### src/rtl/czn_pkg.sv
// ----------------------------------------------------------------------------
// czn_pkg
// Types and fixed widths shared by the column z-score normalizer modules.
// ----------------------------------------------------------------------------
`default_nettype none

package czn_pkg;

	localparam int SAMPLE_W  = 32;
	localparam int COL_W     = 4;
	localparam int STD_W     = 31;
	localparam int POS_W     = 6;
	localparam int SUM_W     = 38;
	localparam int CN_W      = 5;
	localparam int CNT_W     = 7;
	localparam int DIV_W     = 72;
	localparam int DIV_CNT_W = 7;
	localparam int ACC_W     = 71;
	localparam int ROOT_IN_W = 62;
	localparam int ROOT_W    = 31;
	localparam int APB_AW    = 3;
	localparam int APB_DW    = 32;

	localparam logic [STD_W-1:0] STD_MAX = '1;

	// Register indexes (paddr bit 2).
	localparam logic REG_USE_GIVEN = 1'b0;
	localparam logic REG_COLS_NORM = 1'b1;

	typedef enum logic [1:0] {
		CMD_PASS,
		CMD_GIVEN,
		CMD_FINISH
	} cmd_kind_t;

	typedef struct packed {
		cmd_kind_t                   kind;
		logic signed [SAMPLE_W-1:0]  sample;
		logic [COL_W-1:0]            col;
		logic                        last;
		logic signed [SAMPLE_W-1:0]  gmean;
		logic [STD_W-1:0]            gstd;
		logic [POS_W-1:0]            pos;
		logic signed [SUM_W-1:0]     sum;
		logic [CNT_W-1:0]            n;
	} cmd_t;

	typedef enum logic [3:0] {
		BK_IDLE,
		BK_DISPATCH,
		BK_MEAN_WAIT,
		BK_SQ_ADDR,
		BK_SQ_DIFF,
		BK_SQ_MUL,
		BK_SQ_ACC,
		BK_VAR_GO,
		BK_VAR_WAIT,
		BK_SQRT_WAIT,
		BK_NRM_ADDR,
		BK_NRM_DIFF,
		BK_NRM_GO,
		BK_NRM_WAIT,
		BK_OUT
	} bk_state_t;

endpackage

`default_nettype wire

### src/rtl/czn_front.sv
// ----------------------------------------------------------------------------
// czn_front
// Accepts items, stores computed-mode runs and queues commands for the back.
// ----------------------------------------------------------------------------
`default_nettype none

module czn_front #(
	parameter int MAX_ROWS = 64
) (
	input  wire                                    clk,
	input  wire                                    arst_n,
	input  wire                                    use_given,
	input  wire [czn_pkg::CN_W-1:0]                cols_norm,
	input  wire                                    cfg_wr,
	input  wire                                    in_valid,
	output logic                                   in_stall,
	input  wire signed [czn_pkg::SAMPLE_W-1:0]     sample,
	input  wire [czn_pkg::COL_W-1:0]               column,
	input  wire                                    last,
	input  wire signed [czn_pkg::SAMPLE_W-1:0]     given_mean,
	input  wire [czn_pkg::STD_W-1:0]               given_std,
	output logic                                   push,
	output czn_pkg::cmd_t                          push_cmd,
	input  wire                                    fifo_full,
	input  wire                                    finish_done,
	output logic                                   wr_en,
	output logic [$clog2(MAX_ROWS)-1:0]            wr_addr,
	output logic [czn_pkg::SAMPLE_W-1:0]           wr_data
);

	localparam int CW = $clog2(MAX_ROWS + 1);

	logic [CW-1:0]                    count_q;
	logic signed [czn_pkg::SUM_W-1:0] sum_q;
	logic [czn_pkg::COL_W-1:0]        run_col_q;
	logic [czn_pkg::POS_W-1:0]        pos_q;
	logic                             busy_q;

	logic                             accept;
	logic                             is_pass;
	logic                             full;
	logic                             store;
	logic signed [czn_pkg::SUM_W-1:0] sum_nx;

	assign in_stall = fifo_full | busy_q;
	assign accept   = in_valid & ~in_stall;
	assign is_pass  = {1'b0, column} >= cols_norm;
	assign full     = count_q == CW'(MAX_ROWS);
	assign store    = accept & ~is_pass & ~use_given & ~full;
	assign sum_nx   = sum_q + czn_pkg::SUM_W'(sample);

	assign wr_en   = store;
	assign wr_addr = count_q[$clog2(MAX_ROWS)-1:0];
	assign wr_data = sample;
	assign push    = accept & (is_pass | use_given | last);

	always_comb begin
		push_cmd        = '0;
		push_cmd.sample = sample;
		push_cmd.col    = column;
		push_cmd.last   = last;
		push_cmd.gmean  = given_mean;
		push_cmd.gstd   = given_std;
		push_cmd.pos    = pos_q;
		push_cmd.sum    = full ? sum_q : sum_nx;
		push_cmd.n      = czn_pkg::CNT_W'(full ? count_q : count_q + 1'b1);
		if (is_pass) begin
			push_cmd.kind = czn_pkg::CMD_PASS;
		end else if (use_given) begin
			push_cmd.kind = czn_pkg::CMD_GIVEN;
		end else begin
			push_cmd.kind = czn_pkg::CMD_FINISH;
			// The run keeps the column of its first stored item.
			push_cmd.col  = (count_q == '0) ? column : run_col_q;
		end
	end

	always_ff @(posedge clk or negedge arst_n) begin
		if (!arst_n) begin
			count_q   <= '0;
			sum_q     <= '0;
			run_col_q <= '0;
			pos_q     <= '0;
			busy_q    <= 1'b0;
		end else begin
			if (finish_done) begin
				busy_q <= 1'b0;
			end
			if (cfg_wr) begin
				count_q <= '0;
				sum_q   <= '0;
				pos_q   <= '0;
			end else if (accept && !is_pass) begin
				if (use_given) begin
					pos_q <= last ? '0 : pos_q + 1'b1;
				end else if (last) begin
					// The run is closed; the back end now owns the stored samples.
					count_q <= '0;
					sum_q   <= '0;
					busy_q  <= 1'b1;
				end else if (store) begin
					count_q <= count_q + 1'b1;
					sum_q   <= sum_nx;
					if (count_q == '0) begin
						run_col_q <= column;
					end
				end
			end
		end
	end

endmodule

`default_nettype wire

### config.mk
export PLATFORM = sky130hd
export DESIGN_NAME = czn_front
export DESIGN_NICKNAME = d
export VERILOG_FILES = /design/src/rtl/czn_pkg.sv /design/src/rtl/czn_front.sv
export SDC_FILE = /design/constraint.sdc
export NUM_CORES = 1
export LEC_CHECK = 0
export ABC_AREA = 1
export BUFFER_PORTS_ARGS = -buffer_cell sky130_fd_sc_hd__buf_2
export CAP_MARGIN = 10
export CORE_ASPECT_RATIO = 0.7
export CORE_MARGIN = 2
export CORE_UTILIZATION = 40
export CTS_CLUSTER_SIZE = 8
export DETAILED_ROUTE_END_ITERATION = 7
export PLACE_DENSITY = 0.69
export SYNTH_ARGS = -nofsm -noshare
export SYNTH_HDL_FRONTEND = slang
export SYNTH_SLANG_ARGS = --single-unit
### constraint.sdc
create_clock -name clk -period 3.2 [get_ports clk]
set_input_delay 0.16 -clock clk [delete_from_list [all_inputs] [get_ports clk]]
set_output_delay 0.16 -clock clk [all_outputs]
set_load 0.01 [all_outputs]
==> impl_metrics.toml, run 1 <==
[grt]
met2_usage = 0.305
grtUsageMet3 = 0.0615
grtUsageMet1 = 0.318
grtUsageTotal = 0.213
grt_max_degree = 58
grt_pass1_wl_mm = 31.3
antenna_found_initial = 0
grt_most_used_layer = "met1"
grt-ovfl-total = 0
grt_pass1_vias = 6138

[min_path]
hold_start = "finish_done"
hold_depth = 2
hold_path.class = "input port to flop"
hold_end = "busy_q"

[logic_synthesis]
synth_area_leaders = "nand2_1, dfrtp_1, buf_4"
synth_seq_cells = 56
synth_top_area_share = 0.216
netlist_area_sq_um = 6900
synth_seq_area_share = 0.203
syn_nets = 1293
netlist_instances = 1136
avgSynthCellArea_sq_um = 6.07
synth_cell_types = 34
post-synth-top-area-cell = "nand2_1"
yosys_warnings = 0

[clock_network]
cts.sinks = 56
root_buffer = "clkbuf_16"
clkLatencyLatePin_ns = 0.31
cts_made_buffers = 5
postCtsSetupBuffers = 0
htreeDepth = 2
cts_buffer_depth = 2
cts.reportedPaths.clkPinSlew_ns = 0.08
cts_tree = "yes"

[run_status]
status = "finished clean"

[routing]
wl_mm = 19.4
vias = 6803
drt_iter0_drc = 474
drtAntennaViolNets = 0
drc = 0
routedWlPerCell_um = 13.8
dr.pass1.iters = 5
via_per_inst = 4.84

[floorplanning]
die_h_um = 114
die_x_um = 161
io_pins = 306
initial_core_util = 0.405
rows = 40
coreArea_sq_um = 17000
dieArea_sq_um = 18300

[worst_setup_path]
cp-end-kind = "output pin"
worstReg2RegStart = "sum_q[0]"
crit_type = "flop to output pin"
crit_path_start_kind = "flop"
r2r-end = "sum_q[24]"
reg2reg_depth = 16
critPathMaxFanout = 4
critPathArrivalTime_ns = 2.78
rrSetupSlack_ns = 0.81
required_ns = 3.04

[sta]
setup_tns_ns = 0
fin_hold_ws_ns = 0.0299
fmax_mhz = 341
relSlewSlack = 0.339
drv_slew = 0
min_period_ns = 2.94
fin_worst_skew_ns = 0.00364
grt_setup_unrepaired = "no"
finalCritPeriodShare = 0.918
worst_pin_slew_ns = 0.990
finalHoldViolCount = 0
setup_violations = 0

[layout]
postLayoutCellArea_sq_um = 7160
syn_to_final_growth_pct = 3.76
antenna_cells = 0
fin_cells = 1406
nNetsFinal = 1331
postLayoutCoreUtil = 0.421
layout-drive-gt1-share = 0.170

[placement]
place_inst = 1397
gp_congestion = 0.989
post_dp_cell_area_sq_um = 6980
place_hpwl_mm = 15.4
io_buffers = 179

[run]
maxCapViolations = 0

[pwr]
power_density_nw_per_um2 = 297
vdd_drop_max_mv = 0.208
power_leakage_nw = 4.36
cells in the mapped netlist:
master	instances
nand2_1	396
inv_1	165
buf_4	138
nand3_1	76
nor2_1	71
dfrtp_1	56
ha_1	44
o21ai_0	43
a21oi_1	31
o21ai_1	31
xor2_1	25
nor3_1	16
buf_6	5
clkbuf_1	5
inv_2	4
nand4_1	4
buf_2	3
o21bai_1	3
buf_1	2
nand3b_1	2
o21a_1	2
xnor2_1	2
a31oi_1	1
and2_1	1
fa_1	1
nand2_2	1
nand2_4	1
nand4_4	1
nor2_2	1
nor2_4	1
nor3_4	1
o22ai_1	1
or2_1	1
or3_1	1
how the worst max path moves through the flow:
stage / start / slack [ns] / end
finish: sum_q[0] / 0.26 / push_cmd[31]
global route: sum_q[0] / 0.01 / push_cmd[31]
CTS: sum_q[0] / 0.28 / push_cmd[31]
detailed placement: sum_q[0] / 0.63 / push_cmd[31]
global placement: sum_q[0] / 0.72 / push_cmd[31]
floorplan: sum_q[0] / 1.17 / push_cmd[31]
final cells by class:
class | count | area [sq um]
clock buffer | 6 | 129
clock inverter | 2 | 38.8
fill | 1889 | 9860
inverter | 169 | 634
multi-input combinational | 758 | 3730
sequential | 56 | 1400
tap | 231 | 289
timing repair buffer | 184 | 936
placed cells by master (no fill, tap or decap), types with 2 or more instances in the layout:
master     instances
dfrtp_1           56
xor2_1            25
o21bai_1           3
clkbuf_16          5
xnor2_1            2
nand2_1          396
nand4_1            4
nor3_1            16
inv_2              4
o21ai_1           31
ha_1              44
buf_2            179
a21oi_1           31
nor2_1            71
o21ai_0           43
inv_1            165
nand3b_1           2
o21a_1             2
buf_4              4
nand3_1           76
metrics by stage:
stage / setup slack, ns / total power, W
finish: 0.264 / 0.00212
global route: 0.0109 / 0.00226
CTS: 0.277 / 0.00214
detailed placement: 0.630 / 0.00145
global placement: 0.720 / 0.00145
floorplan: 1.17 / 0.00132
what timing repair did:
action | CTS | global route
endpoints found under the setup margin | 0 | 0
hold buffers | 1 | 0
gates resized for setup | 0 | 0
hold endpoints to repair | 31 | 0
worst max-delay path: stages (launching register included):
cell	delay, ns
dfrtp_1	0.35
ha_1	0.22
inv_1	0.07
fa_1	0.41
inv_1	0.10
nand3_1	0.07
nand3_1	0.19
nand2_1	0.09
nand2_1	0.13
nand2_1	0.09
nand2_1	0.17
nand2_1	0.11
nand2_1	0.07
nand2_1	0.05
nand2_1	0.07
nand2_1	0.05
nand2_1	0.08
buf_2	0.12
report_power, final:
group	total (W)	internal [W]	switching, W	leakage [nW]
registers	0.000757	0.000736	0.0000207	0.773
logic	0.000689	0.000239	0.000450	3.51
clock network	0.000679	0.000375	0.000304	0.0815
total	0.00212	0.00135	0.000775	4.36
state kept, by name, summed over array words and instances (netlist names):
name,flops
count_q,7
pos_q,6
run_col_q,4
busy_q,1
sum_q,38
cell families (layout without fill, tap and decap cells):
| kind of cell | count (synthesis) | in the layout | share of synthesized area |
|---|---|---|---|
| compound gates | 112 | 112 | 0.0835 |
| xor+xnor | 27 | 27 | 0.0343 |
| fa+ha+maj | 45 | 45 | 0.0827 |
| buf+inv | 322 | 361 | 0.256 |
| flops | 56 | 56 | 0.203 |
| simple gates | 574 | 574 | 0.340 |
routing by layer:
| metal | vias up | routed length (um) | share of wire |
|---|---|---|---|
| met3 | 16 | 1980 | 0.10 |
| li1 | 3456 | - | - |
| met4 | 0 | 181 | 0.0093 |
| met2 | 308 | 7380 | 0.38 |
| met1 | 3023 | 9850 | 0.51 |
| met5 | - | 0 | 0 |
No activity file was read; power rests on OpenSTA's default activity.
==> inputs of run 2 (changes only) <==
Clock period 3.2 ns to 2.93 ns, I/O delays scaled along.
==> impl_metrics.toml, run 2 (same netlist as run 1, synthesis figures left out) <==
[run_status]
status = "finished clean"

[pwr]
finalPower_w = 0.00225
power_density_nw_per_um2 = 312
p_seq_frac = 0.367
switchingPower_w = 0.000857
power_leakage_nw = 4.38
power.internal_w = 0.00139
vdd_drop_max_mv = 0.239
swShare = 0.381
p_clk_frac = 0.295
power_frac_comb = 0.338

[sta]
worst_pin_slew_ns = 1.05
setup_violations = 0
drv_slew = 0
setup_tns_ns = 0
finalHoldViolCount = 0
min_period_ns = 2.74
grt_setup_unrepaired = "no"
relSlewSlack = 0.301
fin_worst_skew_ns = 0.0100
finalCritPeriodShare = 0.936
fmax_mhz = 365

[worst_setup_path]
crit_type = "flop to output pin"
required_ns = 2.78
rrSetupSlack_ns = 0.73
critPathLaunch = "count_q[0]"
crit_path_start_kind = "flop"
worstReg2RegStart = "sum_q[8]"
critPathMaxFanout = 57
r2r-end = "sum_q[26]"
cp-end-kind = "output pin"
reg2reg_depth = 12
critPathArrivalTime_ns = 2.60

[clock_network]
clkLatencyLatePin_ns = 0.31
cts_made_buffers = 5
htreeDepth = 2
cts.sinks = 56
root_buffer = "clkbuf_16"
postCtsSetupBuffers = 0
cts.reportedPaths.clkPinSlew_ns = 0.09
cts_tree = "yes"
cts_buffer_depth = 2

[grt]
grt_pass1_wl_mm = 31.5
grt_pass1_vias = 6163
grt-ovfl-total = 0
antenna_found_initial = 0
grt_max_degree = 58
grtUsageTotal = 0.214

[layout]
layout-drive-gt1-share = 0.178
registers.top_by_ff_count = "sum_q"
antenna_cells = 0
nNetsFinal = 1334
reg.largest.list = "sum_q x38, count_q x7, pos_q x6"
final_common_cell = "nand2_1"
fin_cells = 1409
final_cell_mix = "nand2_1, buf_2, inv_1"
syn_to_final_growth_pct = 4.41
largest_register_ffs = 38

[routing]
drt_iter0_drc = 471
dr.pass1.iters = 5
drc = 0
routedWlPerCell_um = 13.9
wl_mm = 19.5
vias = 6873
drtAntennaViolNets = 0
via_per_inst = 4.88

[placement]
place_hpwl_mm = 15.6
gp_congestion = 0.992
io_buffers = 179
place_inst = 1400

[floorplanning]
rows = 40
die_x_um = 161
dieArea_sq_um = 18300
io_pins = 306
die_h_um = 114
coreArea_sq_um = 17000
initial_core_util = 0.405

[run]
maxCapViolations = 0

[min_path]
hold_path.class = "input port to async pin"
[run 2: metal layers]
metal | share of wire | GRT usage
met5 | 0 | 0
met4 | 0.010 | 0.0440
met3 | 0.11 | 0.0593
met2 | 0.38 | 0.300
met1 | 0.50 | 0.325
[run 2: power by group through the flow]
stage | Combinational (W) | Sequential [W] | Clock [W]
finish | 0.000759 | 0.000825 | 0.000663
global route | 0.000854 | 0.000830 | 0.000716
CTS | 0.000754 | 0.000825 | 0.000684
detailed placement | 0.000750 | 0.000840 | 0
global placement | 0.000746 | 0.000839 | 0
floorplan | 0.000612 | 0.000834 | 0
[run 2: how the worst max path moves through the flow]
stage                               to  slack (ns)  depth (start not counted)
final                     push_cmd[24]        0.19                          8
after global routing      push_cmd[31]       0.008                         17
after CTS                 push_cmd[31]        0.02                         17
after detailed placement  push_cmd[31]        0.38                         17
after global placement    push_cmd[31]        0.46                         17
after floorplan           push_cmd[31]        0.91                         16
[run 2: cell type report]
cell class | count | area (sq um)
fill | 1874 | 9820
sequential | 56 | 1400
inverter | 169 | 634
clock inverter | 3 | 21.3
clock buffer | 5 | 125
multi-input combinational | 758 | 3770
timing repair buffer | 187 | 958
tap | 231 | 289
[run 2: timing repair]
item                                    in CTS  in global routing
endpoints found under the hold margin        1                  0
resized for setup                            0                  8
endpoints found under the setup margin       0                 13
hold buffers                                 1                  0
[run 2: per-stage QoR]
stage,hold slack (ns),setup WS (ns),utilization,area (sq um)
finish,0.0175,0.188,0.423,7200
global route,0.113,0.00777,0.423,7200
CTS,0.0636,0.0221,0.421,7160
detailed placement,0.293,0.379,0.411,7000
global placement,0.293,0.457,0.411,7000
floorplan,-0.149,0.913,-,6900
[run 2: worst max-delay path: stages, from the launching register on]
cell     delay, ns
dfrtp_1       0.41
inv_1         0.11
ha_1          0.21
nand3_1       0.14
nor3_4        0.08
inv_2         0.68
nor2_1        0.08
a31oi_1       0.31
buf_2         0.20
==> inputs of run 3 (changes only) <==
Settings changed: CORE_UTILIZATION 40 to 30, PLACE_DENSITY 0.69 to not set.
==> impl_metrics.toml, run 3 (same netlist as run 1, synthesis figures left out) <==
[clock_network]
cts_made_buffers = 5
cts_tree = "yes"
cts.reportedPaths.clkPinSlew_ns = 0.09
postCtsSetupBuffers = 0
cts.sinks = 56
clkLatencyLatePin_ns = 0.32
root_buffer = "clkbuf_16"
cts_hold_buf = 0
cts_buffer_depth = 2
htreeDepth = 2

[sta]
worst_pin_slew_ns = 0.824
worst_slack_ns = 0.174
drv_slew = 0
setup_tns_ns = 0
fmax_mhz = 363
fin_worst_skew_ns = 0.0124
grt_setup_unrepaired = "no"
relSlewSlack = 0.451
finalHoldViolCount = 0
min_period_ns = 2.76
finalCritPeriodShare = 0.941
setup_violations = 0

[grt]
grtUsageMet1 = 0.262
grt_max_degree = 57
met2_usage = 0.231
antenna_found_initial = 0
grt_most_used_layer = "met1"
grtUsageMet3 = 0.0518
grt_pass1_wl_mm = 32.2
grtUsageTotal = 0.171
grt_pass1_vias = 6059
grt-ovfl-total = 0

[layout]
final_cell_mix = "nand2_1, buf_2, inv_1"
nNetsFinal = 1332
syn_to_final_growth_pct = 5.90
largest_register_ffs = 38
final_common_cell = "nand2_1"
fin_cells = 1488
antenna_cells = 0
registers.top_by_ff_count = "sum_q"
layout-drive-gt1-share = 0.177
reg.largest.list = "sum_q x38, count_q x7, pos_q x6"

[pwr]
power_leakage_nw = 4.37
swShare = 0.374
switchingPower_w = 0.000882
finalPower_w = 0.00236
vdd_drop_max_mv = 0.216
power_frac_comb = 0.325
power.internal_w = 0.00148
p_seq_frac = 0.350
p_clk_frac = 0.325
power_density_nw_per_um2 = 323

[worst_setup_path]
cp-end-kind = "output pin"
rrSetupSlack_ns = 0.68
crit_type = "flop to output pin"
worstReg2RegStart = "sum_q[9]"
crit_path_start_kind = "flop"
critPathArrivalTime_ns = 2.61
reg2reg_depth = 12
r2r-end = "sum_q[34]"
critPathMaxFanout = 5
required_ns = 2.78

[floorplanning]
rows = 46
die_h_um = 131
coreArea_sq_um = 22600
dieArea_sq_um = 24200
die_x_um = 185
io_pins = 306
initial_core_util = 0.305

[routing]
routedWlPerCell_um = 13.8
dr.pass1.iters = 6
wl_mm = 20.5
vias = 6751
drc = 0
drtAntennaViolNets = 0
drt_iter0_drc = 533
via_per_inst = 4.54

[min_path]
hold_path.class = "input port to async pin"

[placement]
place_inst = 1480
place_hpwl_mm = 16.3
gp_congestion = 0.936
dp_slack_ns = 0.345
io_buffers = 179

[run]
maxCapViolations = 0

[run_status]
status = "finished clean"
==> run 3: how the worst max path moves through the flow <==
stage                              end  slack, ns      from  cells past startpoint
final                     push_cmd[25]       0.17  sum_q[9]                     11
after global routing      push_cmd[19]      0.005  sum_q[0]                     14
after CTS                 push_cmd[31]       0.06  sum_q[0]                     17
after detailed placement  push_cmd[31]       0.35  sum_q[0]                     17
after global placement    push_cmd[23]       0.41  sum_q[0]                     15
after floorplan           push_cmd[31]       0.91  sum_q[0]                     16
==> run 3: per-stage QoR <==
stage          hold slack [ns]  instance area (sq um)   util
2_1_floorplan           -0.149                   6900      -
3_3_place_gp             0.293                   7110  0.314
3_5_place_dp             0.293                   7110  0.314
4_1_cts                 0.0231                   7280  0.322
5_1_grt                 0.0238                   7300  0.323
6_report               0.00558                   7300  0.323
==> run 3: layout make-up <==
| class | count | area (sq um) |
|---|---|---|
| inverters | 169 | 634 |
| clock buffers | 5 | 125 |
| repair buffers | 185 | 953 |
| well taps | 312 | 390 |
| clock inverters | 3 | 46.3 |
| fillers | 2531 | 15300 |
| flip-flops and latches | 56 | 1400 |
| multi-input cells | 758 | 3750 |
==> run 3: per-layer routing <==
layer,up-vias,wire [um]
met5,-,0
met4,0,186
met3,14,2160
met2,295,7500
met1,2989,10700
li1,3453,-
==> run 3: repair_timing <==
action                     in CTS  in global routing
gates cloned                    0                  0
pin swaps                       0                  1
gates resized for setup         1                  5
setup endpoints to repair       1                 12
==> run 3: power by group through the flow <==
| stage | logic, W | registers (W) | clock network [W] |
|---|---|---|---|
| 2_1_floorplan | 0.000612 | 0.000834 | 0 |
| 3_3_place_gp | 0.000766 | 0.000839 | 0 |
| 3_5_place_dp | 0.000766 | 0.000840 | 0 |
| 4_1_cts | 0.000769 | 0.000825 | 0.000788 |
| 5_1_grt | 0.000867 | 0.000831 | 0.000815 |
| 6_report | 0.000767 | 0.000826 | 0.000766 |
==> run 3: critical path: stages, from the launching register on <==
cell,delay [ns]
dfrtp_1,0.39
ha_1,0.36
nand2_1,0.15
nor2_1,0.24
nand3_1,0.18
nand3_1,0.19
nand2_1,0.07
nand2_1,0.17
xor2_1,0.20
nand2_1,0.06
o21ai_0,0.10
buf_2,0.17
