**config.mk**
```make
export PLATFORM = sky130hd
export DESIGN_NAME = czn_back
export DESIGN_NICKNAME = d
export VERILOG_FILES = /design/src/rtl/czn_pkg.sv /design/src/rtl/czn_div.sv /design/src/rtl/czn_isqrt.sv /design/src/rtl/czn_back.sv
export SDC_FILE = /design/constraint.sdc
export NUM_CORES = 2
export LEC_CHECK = 0
export BUFFER_PORTS_ARGS = -buffer_cell sky130_fd_sc_hd__buf_2
export CAP_MARGIN = 10
export CORE_MARGIN = 10
export CORE_UTILIZATION = 30
export CTS_CLUSTER_DIAMETER = 30
export CTS_CLUSTER_SIZE = 12
export DETAILED_ROUTE_END_ITERATION = 10
export PLACE_DENSITY_LB_ADDON = 0.05
export SYNTH_ARGS = -nofsm -noshare
export SYNTH_HDL_FRONTEND = slang
export SYNTH_HIERARCHICAL = 1
export SYNTH_SLANG_ARGS = --single-unit
```
**constraint.sdc**
```tcl
create_clock -name clk -period 55.7 [get_ports clk]
set_clock_uncertainty 0.1 [all_clocks]
set_input_delay 5.57 -clock clk [delete_from_list [all_inputs] [get_ports clk]]
set_output_delay 5.57 -clock clk [all_outputs]
set_load 0.1 [all_outputs]
```
**src/rtl/czn_pkg.sv**
```systemverilog
// ----------------------------------------------------------------------------
// czn_pkg
// Types and fixed widths shared by the column z-score normalizer modules.
// ----------------------------------------------------------------------------
`default_nettype none

package czn_pkg;

	localparam int SAMPLE_W  = 32;
	localparam int COL_W     = 4;
	localparam int STD_W     = 31;
	localparam int POS_W     = 6;
	localparam int SUM_W     = 38;
	localparam int CN_W      = 5;
	localparam int CNT_W     = 7;
	localparam int DIV_W     = 72;
	localparam int DIV_CNT_W = 7;
	localparam int ACC_W     = 71;
	localparam int ROOT_IN_W = 62;
	localparam int ROOT_W    = 31;
	localparam int APB_AW    = 3;
	localparam int APB_DW    = 32;

	localparam logic [STD_W-1:0] STD_MAX = '1;

	// Register indexes (paddr bit 2).
	localparam logic REG_USE_GIVEN = 1'b0;
	localparam logic REG_COLS_NORM = 1'b1;

	typedef enum logic [1:0] {
		CMD_PASS,
		CMD_GIVEN,
		CMD_FINISH
	} cmd_kind_t;

	typedef struct packed {
		cmd_kind_t                   kind;
		logic signed [SAMPLE_W-1:0]  sample;
		logic [COL_W-1:0]            col;
		logic                        last;
		logic signed [SAMPLE_W-1:0]  gmean;
		logic [STD_W-1:0]            gstd;
		logic [POS_W-1:0]            pos;
		logic signed [SUM_W-1:0]     sum;
		logic [CNT_W-1:0]            n;
	} cmd_t;

	typedef enum logic [3:0] {
		BK_IDLE,
		BK_DISPATCH,
		BK_MEAN_WAIT,
		BK_SQ_ADDR,
		BK_SQ_DIFF,
		BK_SQ_MUL,
		BK_SQ_ACC,
		BK_VAR_GO,
		BK_VAR_WAIT,
		BK_SQRT_WAIT,
		BK_NRM_ADDR,
		BK_NRM_DIFF,
		BK_NRM_GO,
		BK_NRM_WAIT,
		BK_OUT
	} bk_state_t;

endpackage

`default_nettype wire

```
**src/rtl/czn_div.sv**
```systemverilog
// ----------------------------------------------------------------------------
// czn_div
// Restoring unsigned divider, one quotient bit per cycle.
// ----------------------------------------------------------------------------
`default_nettype none

module czn_div (
	input  wire                             clk,
	input  wire                             arst_n,
	input  wire                             start,
	input  wire [czn_pkg::DIV_W-1:0]        dividend,
	input  wire [czn_pkg::STD_W-1:0]        divisor,
	input  wire [czn_pkg::DIV_CNT_W-1:0]    nbits,
	output logic                            done,
	output logic [czn_pkg::DIV_W-1:0]       quotient
);

	logic [czn_pkg::DIV_W-1:0]     num_q;
	logic [czn_pkg::STD_W-1:0]     den_q;
	logic [czn_pkg::STD_W-1:0]     rem_q;
	logic [czn_pkg::DIV_CNT_W-1:0] cnt_q;
	logic                          busy_q;
	logic                          done_q;
	logic [czn_pkg::STD_W:0]       rem_w;
	logic                          ge;
	logic [czn_pkg::STD_W:0]       rem_sub;
	logic [czn_pkg::DIV_CNT_W-1:0] shamt;

	assign shamt   = czn_pkg::DIV_CNT_W'(czn_pkg::DIV_W) - nbits;
	assign rem_w   = {rem_q, num_q[czn_pkg::DIV_W-1]};
	assign ge      = rem_w >= {1'b0, den_q};
	assign rem_sub = rem_w - {1'b0, den_q};

	always_ff @(posedge clk or negedge arst_n) begin
		if (!arst_n) begin
			busy_q <= 1'b0;
			done_q <= 1'b0;
			cnt_q  <= '0;
		end else begin
			done_q <= 1'b0;
			if (start) begin
				busy_q <= 1'b1;
				cnt_q  <= nbits;
			end else if (busy_q) begin
				cnt_q <= cnt_q - 1'b1;
				if (cnt_q == czn_pkg::DIV_CNT_W'(1)) begin
					busy_q <= 1'b0;
					done_q <= 1'b1;
				end
			end
		end
	end

	always_ff @(posedge clk) begin
		if (start) begin
			num_q <= dividend << shamt;
			den_q <= divisor;
			rem_q <= '0;
		end else if (busy_q) begin
			num_q <= {num_q[czn_pkg::DIV_W-2:0], ge};
			rem_q <= ge ? rem_sub[czn_pkg::STD_W-1:0] : rem_w[czn_pkg::STD_W-1:0];
		end
	end

	assign done     = done_q;
	assign quotient = num_q;

endmodule

`default_nettype wire

```
**src/rtl/czn_isqrt.sv**
```systemverilog
// ----------------------------------------------------------------------------
// czn_isqrt
// Integer square root, one result bit per cycle, with the remainder.
// ----------------------------------------------------------------------------
`default_nettype none

module czn_isqrt (
	input  wire                              clk,
	input  wire                              arst_n,
	input  wire                              start,
	input  wire [czn_pkg::ROOT_IN_W-1:0]     operand,
	output logic                             done,
	output logic [czn_pkg::ROOT_W-1:0]       root,
	output logic [czn_pkg::ROOT_W:0]         remainder
);

	localparam logic [czn_pkg::ROOT_IN_W-1:0] BIT_INIT =
		czn_pkg::ROOT_IN_W'(1) << (czn_pkg::ROOT_IN_W - 2);

	logic [czn_pkg::ROOT_IN_W-1:0] v_q;
	logic [czn_pkg::ROOT_IN_W-1:0] r_q;
	logic [czn_pkg::ROOT_IN_W-1:0] bit_q;
	logic                          busy_q;
	logic                          done_q;
	logic [czn_pkg::ROOT_IN_W-1:0] trial;
	logic                          take;

	assign trial = r_q + bit_q;
	assign take  = v_q >= trial;

	always_ff @(posedge clk or negedge arst_n) begin
		if (!arst_n) begin
			busy_q <= 1'b0;
			done_q <= 1'b0;
		end else begin
			done_q <= 1'b0;
			if (start) begin
				busy_q <= 1'b1;
			end else if (busy_q && bit_q[0]) begin
				busy_q <= 1'b0;
				done_q <= 1'b1;
			end
		end
	end

	always_ff @(posedge clk) begin
		if (start) begin
			v_q   <= operand;
			r_q   <= '0;
			bit_q <= BIT_INIT;
		end else if (busy_q) begin
			if (take) begin
				v_q <= v_q - trial;
				r_q <= (r_q >> 1) + bit_q;
			end else begin
				r_q <= r_q >> 1;
			end
			bit_q <= bit_q >> 2;
		end
	end

	assign done      = done_q;
	assign root      = r_q[czn_pkg::ROOT_W-1:0];
	assign remainder = v_q[czn_pkg::ROOT_W:0];

endmodule

`default_nettype wire

```
**src/rtl/czn_back.sv**
```systemverilog
// ----------------------------------------------------------------------------
// czn_back
// Executes queued commands: statistics, normalization and the result register.
// ----------------------------------------------------------------------------
`default_nettype none

module czn_back #(
	parameter int MAX_ROWS  = 64,
	parameter int FRAC_BITS = 16
) (
	input  wire                                  clk,
	input  wire                                  arst_n,
	input  wire                                  fifo_empty,
	input  czn_pkg::cmd_t                        fifo_head,
	output logic                                 pop,
	output logic                                 rd_en,
	output logic [$clog2(MAX_ROWS)-1:0]          rd_addr,
	input  wire [czn_pkg::SAMPLE_W-1:0]          rd_data,
	output logic                                 finish_done,
	output logic                                 out_valid,
	input  wire                                  out_stall,
	output logic signed [czn_pkg::SAMPLE_W-1:0]  value,
	output logic [czn_pkg::POS_W-1:0]            position,
	output logic [czn_pkg::COL_W-1:0]            column_out,
	output logic                                 final_res,
	output logic signed [czn_pkg::SAMPLE_W-1:0]  mean_out,
	output logic [czn_pkg::STD_W-1:0]            std_out,
	output logic                                 zero_std
);

	localparam int CW       = czn_pkg::CNT_W;
	localparam int SW       = czn_pkg::SAMPLE_W;
	localparam int NRM_BITS = SW + FRAC_BITS + 1;
	localparam int MEAN_BITS = czn_pkg::SUM_W + 1;

	czn_pkg::bk_state_t state_q, state_d;

	czn_pkg::cmd_t                     cmd_q;
	logic signed [SW-1:0]              mean_q;
	logic [czn_pkg::STD_W-1:0]         std_q;
	logic [CW-1:0]                     idx_q;
	logic [czn_pkg::ACC_W-1:0]         acc_q;
	logic [SW-1:0]                     m_q;
	logic                              neg_q;
	logic [2*SW-1:0]                   sq_q;
	logic                              out_valid_q;

	logic                              div_start;
	logic [czn_pkg::DIV_W-1:0]         div_dividend;
	logic [czn_pkg::STD_W-1:0]         div_divisor;
	logic [czn_pkg::DIV_CNT_W-1:0]     div_nbits;
	logic                              div_done;
	logic [czn_pkg::DIV_W-1:0]         div_quo;
	logic                              sq_start;
	logic                              sq_done;
	logic [czn_pkg::ROOT_W-1:0]        sq_root;
	logic [czn_pkg::ROOT_W:0]          sq_rem;

	logic                              out_acc;
	logic                              is_finish;
	logic                              idx_last;
	logic                              var_sat;
	logic [czn_pkg::SUM_W-1:0]         sum_mag;
	logic signed [SW:0]                diff;
	logic signed [SW-1:0]              x_sel;
	logic signed [SW-1:0]              mean_sel;
	logic [SW-1:0]                     mean_q32;
	logic                              quo_big;
	logic signed [SW-1:0]              nrm_val;
	logic [SW-1:0]                     root_up;
	logic [czn_pkg::STD_W-1:0]         std_round;

	assign out_acc   = out_valid_q & ~out_stall;
	assign is_finish = cmd_q.kind == czn_pkg::CMD_FINISH;
	assign idx_last  = idx_q == cmd_q.n - 1'b1;
	assign var_sat   = |div_quo[czn_pkg::DIV_W-1:czn_pkg::ROOT_IN_W];
	assign sum_mag   = cmd_q.sum[czn_pkg::SUM_W-1] ? czn_pkg::SUM_W'(-cmd_q.sum)
	                                               : czn_pkg::SUM_W'(cmd_q.sum);
	assign x_sel     = (state_q == czn_pkg::BK_DISPATCH) ? cmd_q.sample : signed'(rd_data);
	assign mean_sel  = (state_q == czn_pkg::BK_DISPATCH) ? cmd_q.gmean : mean_q;
	assign diff      = (SW+1)'(x_sel) - (SW+1)'(mean_sel);
	assign mean_q32  = div_quo[SW-1:0];

	// Rounded and saturated quotient of the normalize division.
	assign quo_big = |div_quo[czn_pkg::DIV_W-1:SW-1];
	always_comb begin
		if (neg_q) begin
			nrm_val = quo_big ? {1'b1, {(SW-1){1'b0}}} : signed'(-div_quo[SW-1:0]);
		end else begin
			nrm_val = quo_big ? {1'b0, {(SW-1){1'b1}}} : signed'(div_quo[SW-1:0]);
		end
	end

	// Round the root to nearest: step up when the remainder exceeds the root.
	assign root_up = SW'(sq_root) + 1'b1;
	always_comb begin
		if (sq_rem > {1'b0, sq_root}) begin
			std_round = root_up[SW-1] ? czn_pkg::STD_MAX : root_up[czn_pkg::STD_W-1:0];
		end else begin
			std_round = sq_root;
		end
	end

	always_comb begin
		div_dividend = '0;
		div_divisor  = czn_pkg::STD_W'(cmd_q.n);
		div_nbits    = czn_pkg::DIV_CNT_W'(MEAN_BITS);
		unique case (state_q)
			czn_pkg::BK_DISPATCH: begin
				div_dividend = czn_pkg::DIV_W'(sum_mag) + czn_pkg::DIV_W'(cmd_q.n >> 1);
			end
			czn_pkg::BK_VAR_GO: begin
				div_dividend = czn_pkg::DIV_W'(acc_q);
				div_nbits    = czn_pkg::DIV_CNT_W'(czn_pkg::ACC_W);
			end
			default: begin
				div_dividend = (czn_pkg::DIV_W'(m_q) << FRAC_BITS)
				             + czn_pkg::DIV_W'(std_q >> 1);
				div_divisor  = std_q;
				div_nbits    = czn_pkg::DIV_CNT_W'(NRM_BITS);
			end
		endcase
	end

	// State register.
	always_ff @(posedge clk or negedge arst_n) begin
		if (!arst_n) begin
			state_q <= czn_pkg::BK_IDLE;
		end else begin
			state_q <= state_d;
		end
	end

	// Next state and strobes.
	always_comb begin
		state_d     = state_q;
		pop         = 1'b0;
		rd_en       = 1'b0;
		div_start   = 1'b0;
		sq_start    = 1'b0;
		finish_done = 1'b0;
		unique case (state_q)
			czn_pkg::BK_IDLE: begin
				if (!fifo_empty) begin
					pop     = 1'b1;
					state_d = czn_pkg::BK_DISPATCH;
				end
			end
			czn_pkg::BK_DISPATCH: begin
				unique case (cmd_q.kind)
					czn_pkg::CMD_PASS: state_d = czn_pkg::BK_OUT;
					czn_pkg::CMD_GIVEN: state_d = czn_pkg::BK_NRM_GO;
					default: begin
						div_start = 1'b1;
						state_d   = czn_pkg::BK_MEAN_WAIT;
					end
				endcase
			end
			czn_pkg::BK_MEAN_WAIT: begin
				if (div_done) begin
					state_d = czn_pkg::BK_SQ_ADDR;
				end
			end
			czn_pkg::BK_SQ_ADDR: begin
				rd_en   = 1'b1;
				state_d = czn_pkg::BK_SQ_DIFF;
			end
			czn_pkg::BK_SQ_DIFF: state_d = czn_pkg::BK_SQ_MUL;
			czn_pkg::BK_SQ_MUL:  state_d = czn_pkg::BK_SQ_ACC;
			czn_pkg::BK_SQ_ACC: begin
				state_d = idx_last ? czn_pkg::BK_VAR_GO : czn_pkg::BK_SQ_ADDR;
			end
			czn_pkg::BK_VAR_GO: begin
				div_start = 1'b1;
				state_d   = czn_pkg::BK_VAR_WAIT;
			end
			czn_pkg::BK_VAR_WAIT: begin
				if (div_done) begin
					if (var_sat) begin
						state_d = czn_pkg::BK_NRM_ADDR;
					end else begin
						sq_start = 1'b1;
						state_d  = czn_pkg::BK_SQRT_WAIT;
					end
				end
			end
			czn_pkg::BK_SQRT_WAIT: begin
				if (sq_done) begin
					state_d = czn_pkg::BK_NRM_ADDR;
				end
			end
			czn_pkg::BK_NRM_ADDR: begin
				rd_en   = 1'b1;
				state_d = czn_pkg::BK_NRM_DIFF;
			end
			czn_pkg::BK_NRM_DIFF: state_d = czn_pkg::BK_NRM_GO;
			czn_pkg::BK_NRM_GO: begin
				if (std_q == '0) begin
					state_d = czn_pkg::BK_OUT;
				end else begin
					div_start = 1'b1;
					state_d   = czn_pkg::BK_NRM_WAIT;
				end
			end
			czn_pkg::BK_NRM_WAIT: begin
				if (div_done) begin
					state_d = czn_pkg::BK_OUT;
				end
			end
			czn_pkg::BK_OUT: begin
				if (out_acc) begin
					if (is_finish && !idx_last) begin
						state_d = czn_pkg::BK_NRM_ADDR;
					end else begin
						finish_done = is_finish;
						state_d     = czn_pkg::BK_IDLE;
					end
				end
			end
			default: state_d = czn_pkg::BK_IDLE;
		endcase
	end

	always_ff @(posedge clk or negedge arst_n) begin
		if (!arst_n) begin
			out_valid_q <= 1'b0;
		end else if (out_acc) begin
			out_valid_q <= 1'b0;
		end else if (state_q != czn_pkg::BK_OUT && state_d == czn_pkg::BK_OUT) begin
			out_valid_q <= 1'b1;
		end
	end

	// Datapath registers.
	always_ff @(posedge clk) begin
		unique case (state_q)
			czn_pkg::BK_IDLE: begin
				if (!fifo_empty) begin
					cmd_q <= fifo_head;
				end
			end
			czn_pkg::BK_DISPATCH: begin
				mean_q <= cmd_q.gmean;
				std_q  <= cmd_q.gstd;
				neg_q  <= diff[SW];
				m_q    <= diff[SW] ? SW'(-diff) : SW'(diff);
				idx_q  <= '0;
				if (cmd_q.kind == czn_pkg::CMD_PASS) begin
					value      <= cmd_q.sample;
					position   <= '0;
					column_out <= cmd_q.col;
					final_res  <= cmd_q.last;
					mean_out   <= '0;
					std_out    <= '0;
					zero_std   <= 1'b0;
				end
			end
			czn_pkg::BK_MEAN_WAIT: begin
				if (div_done) begin
					mean_q <= cmd_q.sum[czn_pkg::SUM_W-1] ? signed'(-mean_q32)
					                                      : signed'(mean_q32);
					acc_q  <= '0;
				end
			end
			czn_pkg::BK_SQ_DIFF: begin
				m_q <= diff[SW] ? SW'(-diff) : SW'(diff);
			end
			czn_pkg::BK_SQ_MUL: begin
				sq_q <= m_q * m_q;
			end
			czn_pkg::BK_SQ_ACC: begin
				acc_q <= acc_q + czn_pkg::ACC_W'(sq_q);
				idx_q <= idx_last ? '0 : idx_q + 1'b1;
			end
			czn_pkg::BK_VAR_WAIT: begin
				if (div_done && var_sat) begin
					std_q <= czn_pkg::STD_MAX;
				end
			end
			czn_pkg::BK_SQRT_WAIT: begin
				if (sq_done) begin
					std_q <= std_round;
				end
			end
			czn_pkg::BK_NRM_DIFF: begin
				neg_q <= diff[SW];
				m_q   <= diff[SW] ? SW'(-diff) : SW'(diff);
			end
			czn_pkg::BK_NRM_GO: begin
				column_out <= cmd_q.col;
				mean_out   <= mean_q;
				std_out    <= std_q;
				position   <= is_finish ? czn_pkg::POS_W'(idx_q) : cmd_q.pos;
				final_res  <= is_finish ? idx_last : cmd_q.last;
				zero_std   <= std_q == '0;
				value      <= '0;
			end
			czn_pkg::BK_NRM_WAIT: begin
				if (div_done) begin
					value <= nrm_val;
				end
			end
			czn_pkg::BK_OUT: begin
				if (out_acc && is_finish && !idx_last) begin
					idx_q <= idx_q + 1'b1;
				end
			end
			default: begin
			end
		endcase
	end

	assign rd_addr   = idx_q[$clog2(MAX_ROWS)-1:0];
	assign out_valid = out_valid_q;

	czn_div u_div (
		.clk      (clk),
		.arst_n   (arst_n),
		.start    (div_start),
		.dividend (div_dividend),
		.divisor  (div_divisor),
		.nbits    (div_nbits),
		.done     (div_done),
		.quotient (div_quo)
	);

	czn_isqrt u_isqrt (
		.clk       (clk),
		.arst_n    (arst_n),
		.start     (sq_start),
		.operand   (div_quo[czn_pkg::ROOT_IN_W-1:0]),
		.done      (sq_done),
		.root      (sq_root),
		.remainder (sq_rem)
	);

endmodule

`default_nettype wire

```
==> impl_metrics.ini <==
[run_status]
status = finished, final reports clean

[routing]
wl_mm = 342
drc = 0
wire_per_inst_um = 24.7
num_vias = 70802
first_iter_violations = 4888
viasPerCell = 5.12
first_pass_iters = 6
antenna_left = 0

[clock_tree]
cts.repair.resized = 0
root_buffer = clkbuf_16
clock_latency_ps = 910
clockBufferDepth = 4
cts_tree = built
cts_sinks = 802
htreeDepth = 4
cts_hold_buf = 0
numCtsBuffers = 239
clk_pin_slew_ps = 40
cts_setup_buffers = 0

[worst_setup_path]
required_ps = 50030
worstPathMaxFanout = 34
endpoint_kind = output pin
startpoint_type = input pin
cp.arrival_ps = 7080
critical_path_class = in2out

[timing]
final_max_slew_viol_count = 0
finalSetupViolCount = 0
holdWs_ps = 316
period_needed_ps = 12750
fin_crit_sh = 0.229
max_freq_ghz = 0.0784
fin_ws_ps = 42950
setup-tns-final_ps = 0
final_hold_viol_count = 0
rsz0062_at_grt = false
slew_headroom = 0.258
worstMarginPinSlew_ps = 1110

[final_layout]
final_common_cell = inv_1
area_delta_synth_final_pct = 15.3
fillers = 30238
drive_gt1_frac = 0.106
mostFrequentLayoutCells = inv_1, nand2_1, fa_1
final_nets = 11327

[yosys]
synth_edf_count = 662
synth_largest_area_cell = edfxtp_1
syn-instance-count = 9584
synth_top_area_share = 0.226
ys_top_cells_by_area = edfxtp_1, fa_1, ha_1
yosysSeqAreaShare = 0.259
avgSynthCellArea_um2 = 9.17
async_reset_ff_frac = 0.0200
synth_ff_type = edfxtp_1
yosysUniqueCellTypes = 126
yosysWarnings = 6
synth.cell_area_um2 = 87900
ys_seq_elements = 802

[die]
core_um2 = 291000
start_util = 0.302
io-pin-count = 306
rows = 198
chipHeight_um = 561
die_w_um = 561
die_area_um2 = 315000

[placement]
dp_hpwl_mm = 267
port_buffers = 305
dp_slack_ps = 42920
gp_congestion = 0.900

[grt]
antenna_found_initial = 22
grt_max_degree = 88
grt_pass1_vias = 73421
grt_remaining_overflow = 0
grt_pass1_wl_mm = 500
track_usage = 0.209

[run]
maxCapViolations = 0

[min_path]
hp-class = reg2reg
metal layers:
| metal | vias to the layer above | track usage | routed length, µm |
|---|---|---|---|
| met5 | - | 0 | 13 |
| met4 | 2 | 0.0588 | 9990 |
| met3 | 415 | 0.0227 | 13600 |
| li1 | 33124 | - | - |
| met2 | 1723 | 0.365 | 168000 |
| met1 | 35538 | 0.273 | 150000 |
cells in the mapped netlist, types with 34 or more instances:
| master | number |
|---|---|
| buf_4 | 79 |
| fa_1 | 807 |
| mux2i_1 | 145 |
| o31ai_1 | 59 |
| nand2b_1 | 54 |
| a21oi_1 | 494 |
| mux2_2 | 34 |
| o21bai_1 | 72 |
| buf_2 | 51 |
| ha_1 | 611 |
| a21o_1 | 163 |
| a211oi_1 | 96 |
| nand2_1 | 1013 |
| and3_1 | 91 |
| xnor2_1 | 301 |
| xor2_1 | 237 |
| o211ai_1 | 42 |
| edfxtp_1 | 662 |
| o21a_1 | 47 |
| nor2b_1 | 53 |
| or3_1 | 61 |
| a31oi_1 | 101 |
| nand4_1 | 97 |
| nor3_1 | 132 |
| nor4_1 | 61 |
| inv_1 | 1223 |
| clkbuf_1 | 357 |
| nand3_1 | 158 |
| dfxtp_1 | 124 |
| and2_1 | 360 |
| a311oi_1 | 34 |
| o21ai_0 | 473 |
| mux4_2 | 60 |
| nor2_1 | 665 |
through the flow:
stage | cell area (µm²) | std cells | utilization
floorplan | 87900 | 9585 | -
global placement | 93000 | 13379 | 0.319
detailed placement | 93000 | 13379 | 0.319
CTS | 101000 | 13821 | 0.348
global route | 101000 | 13822 | 0.348
finish | 101000 | 13826 | 0.348
worst paths after layout:
path / cells after the start / end / slack (ps) / start
worst max-delay path: 4 / pop / 42950 / fifo_empty
worst min register to register: 0 / column_out[2] / 320 / cmd_q[117]
max in group asynchronous: 1 / u_isqrt/busy_q / 50520 / arst_n
worst min-delay path: 0 / column_out[2] / 320 / cmd_q[117]
min in group asynchronous: 1 / u_div/done / 4560 / arst_n
worst max register to register: 28 / sq_q[61] / 44940 / m_q[9]
kinds of logic after synthesis:
| kind of cell | after synthesis | synth area share |
|---|---|---|
| fa+ha+maj | 1418 | 0.271 |
| simple gates | 2888 | 0.157 |
| flops | 802 | 0.259 |
| buf+inv | 1755 | 0.0796 |
| xor+xnor | 539 | 0.0538 |
| other cells | 2 | 0.0000854 |
| compound gates | 1941 | 0.144 |
| mux | 239 | 0.0362 |
layout make-up:
cell class | instances | area [µm²] | share of cell area
antenna | 5 | 12.5 | 0.000123
clock buffer | 272 | 6230 | 0.0615
clock inverter | 170 | 2110 | 0.0209
inverter | 1231 | 4620 | 0.0456
multi-input combinational | 7028 | 58300 | 0.576
sequential | 802 | 22800 | 0.225
tap | 3900 | 4880 | 0.0482
timing repair buffer | 418 | 2390 | 0.0236
flip-flops by register name (all words and copies together) (netlist names), 4 cells and up:
signal	flops
acc_q	71
cmd_q	153
column_out	4
idx_q	7
m_q	32
mean_out	32
mean_q	32
position	6
sq_q	63
state_q	4
std_out	31
std_q	31
u_div/cnt_q	7
u_div/den_q	31
u_div/quotient	72
u_div/rem_q	31
u_isqrt/bit_q	31
u_isqrt/r_q	62
u_isqrt/v_q	62
value	32
critical path, stage by stage:
cell and delay (ps):
buf_2 120, nor4b_2 300, buf_4 510, buf_2 530
Power is left out: the tool's default activity adds up to more than one toggle a clock period on the data nets, which glitch-free logic cannot reach.
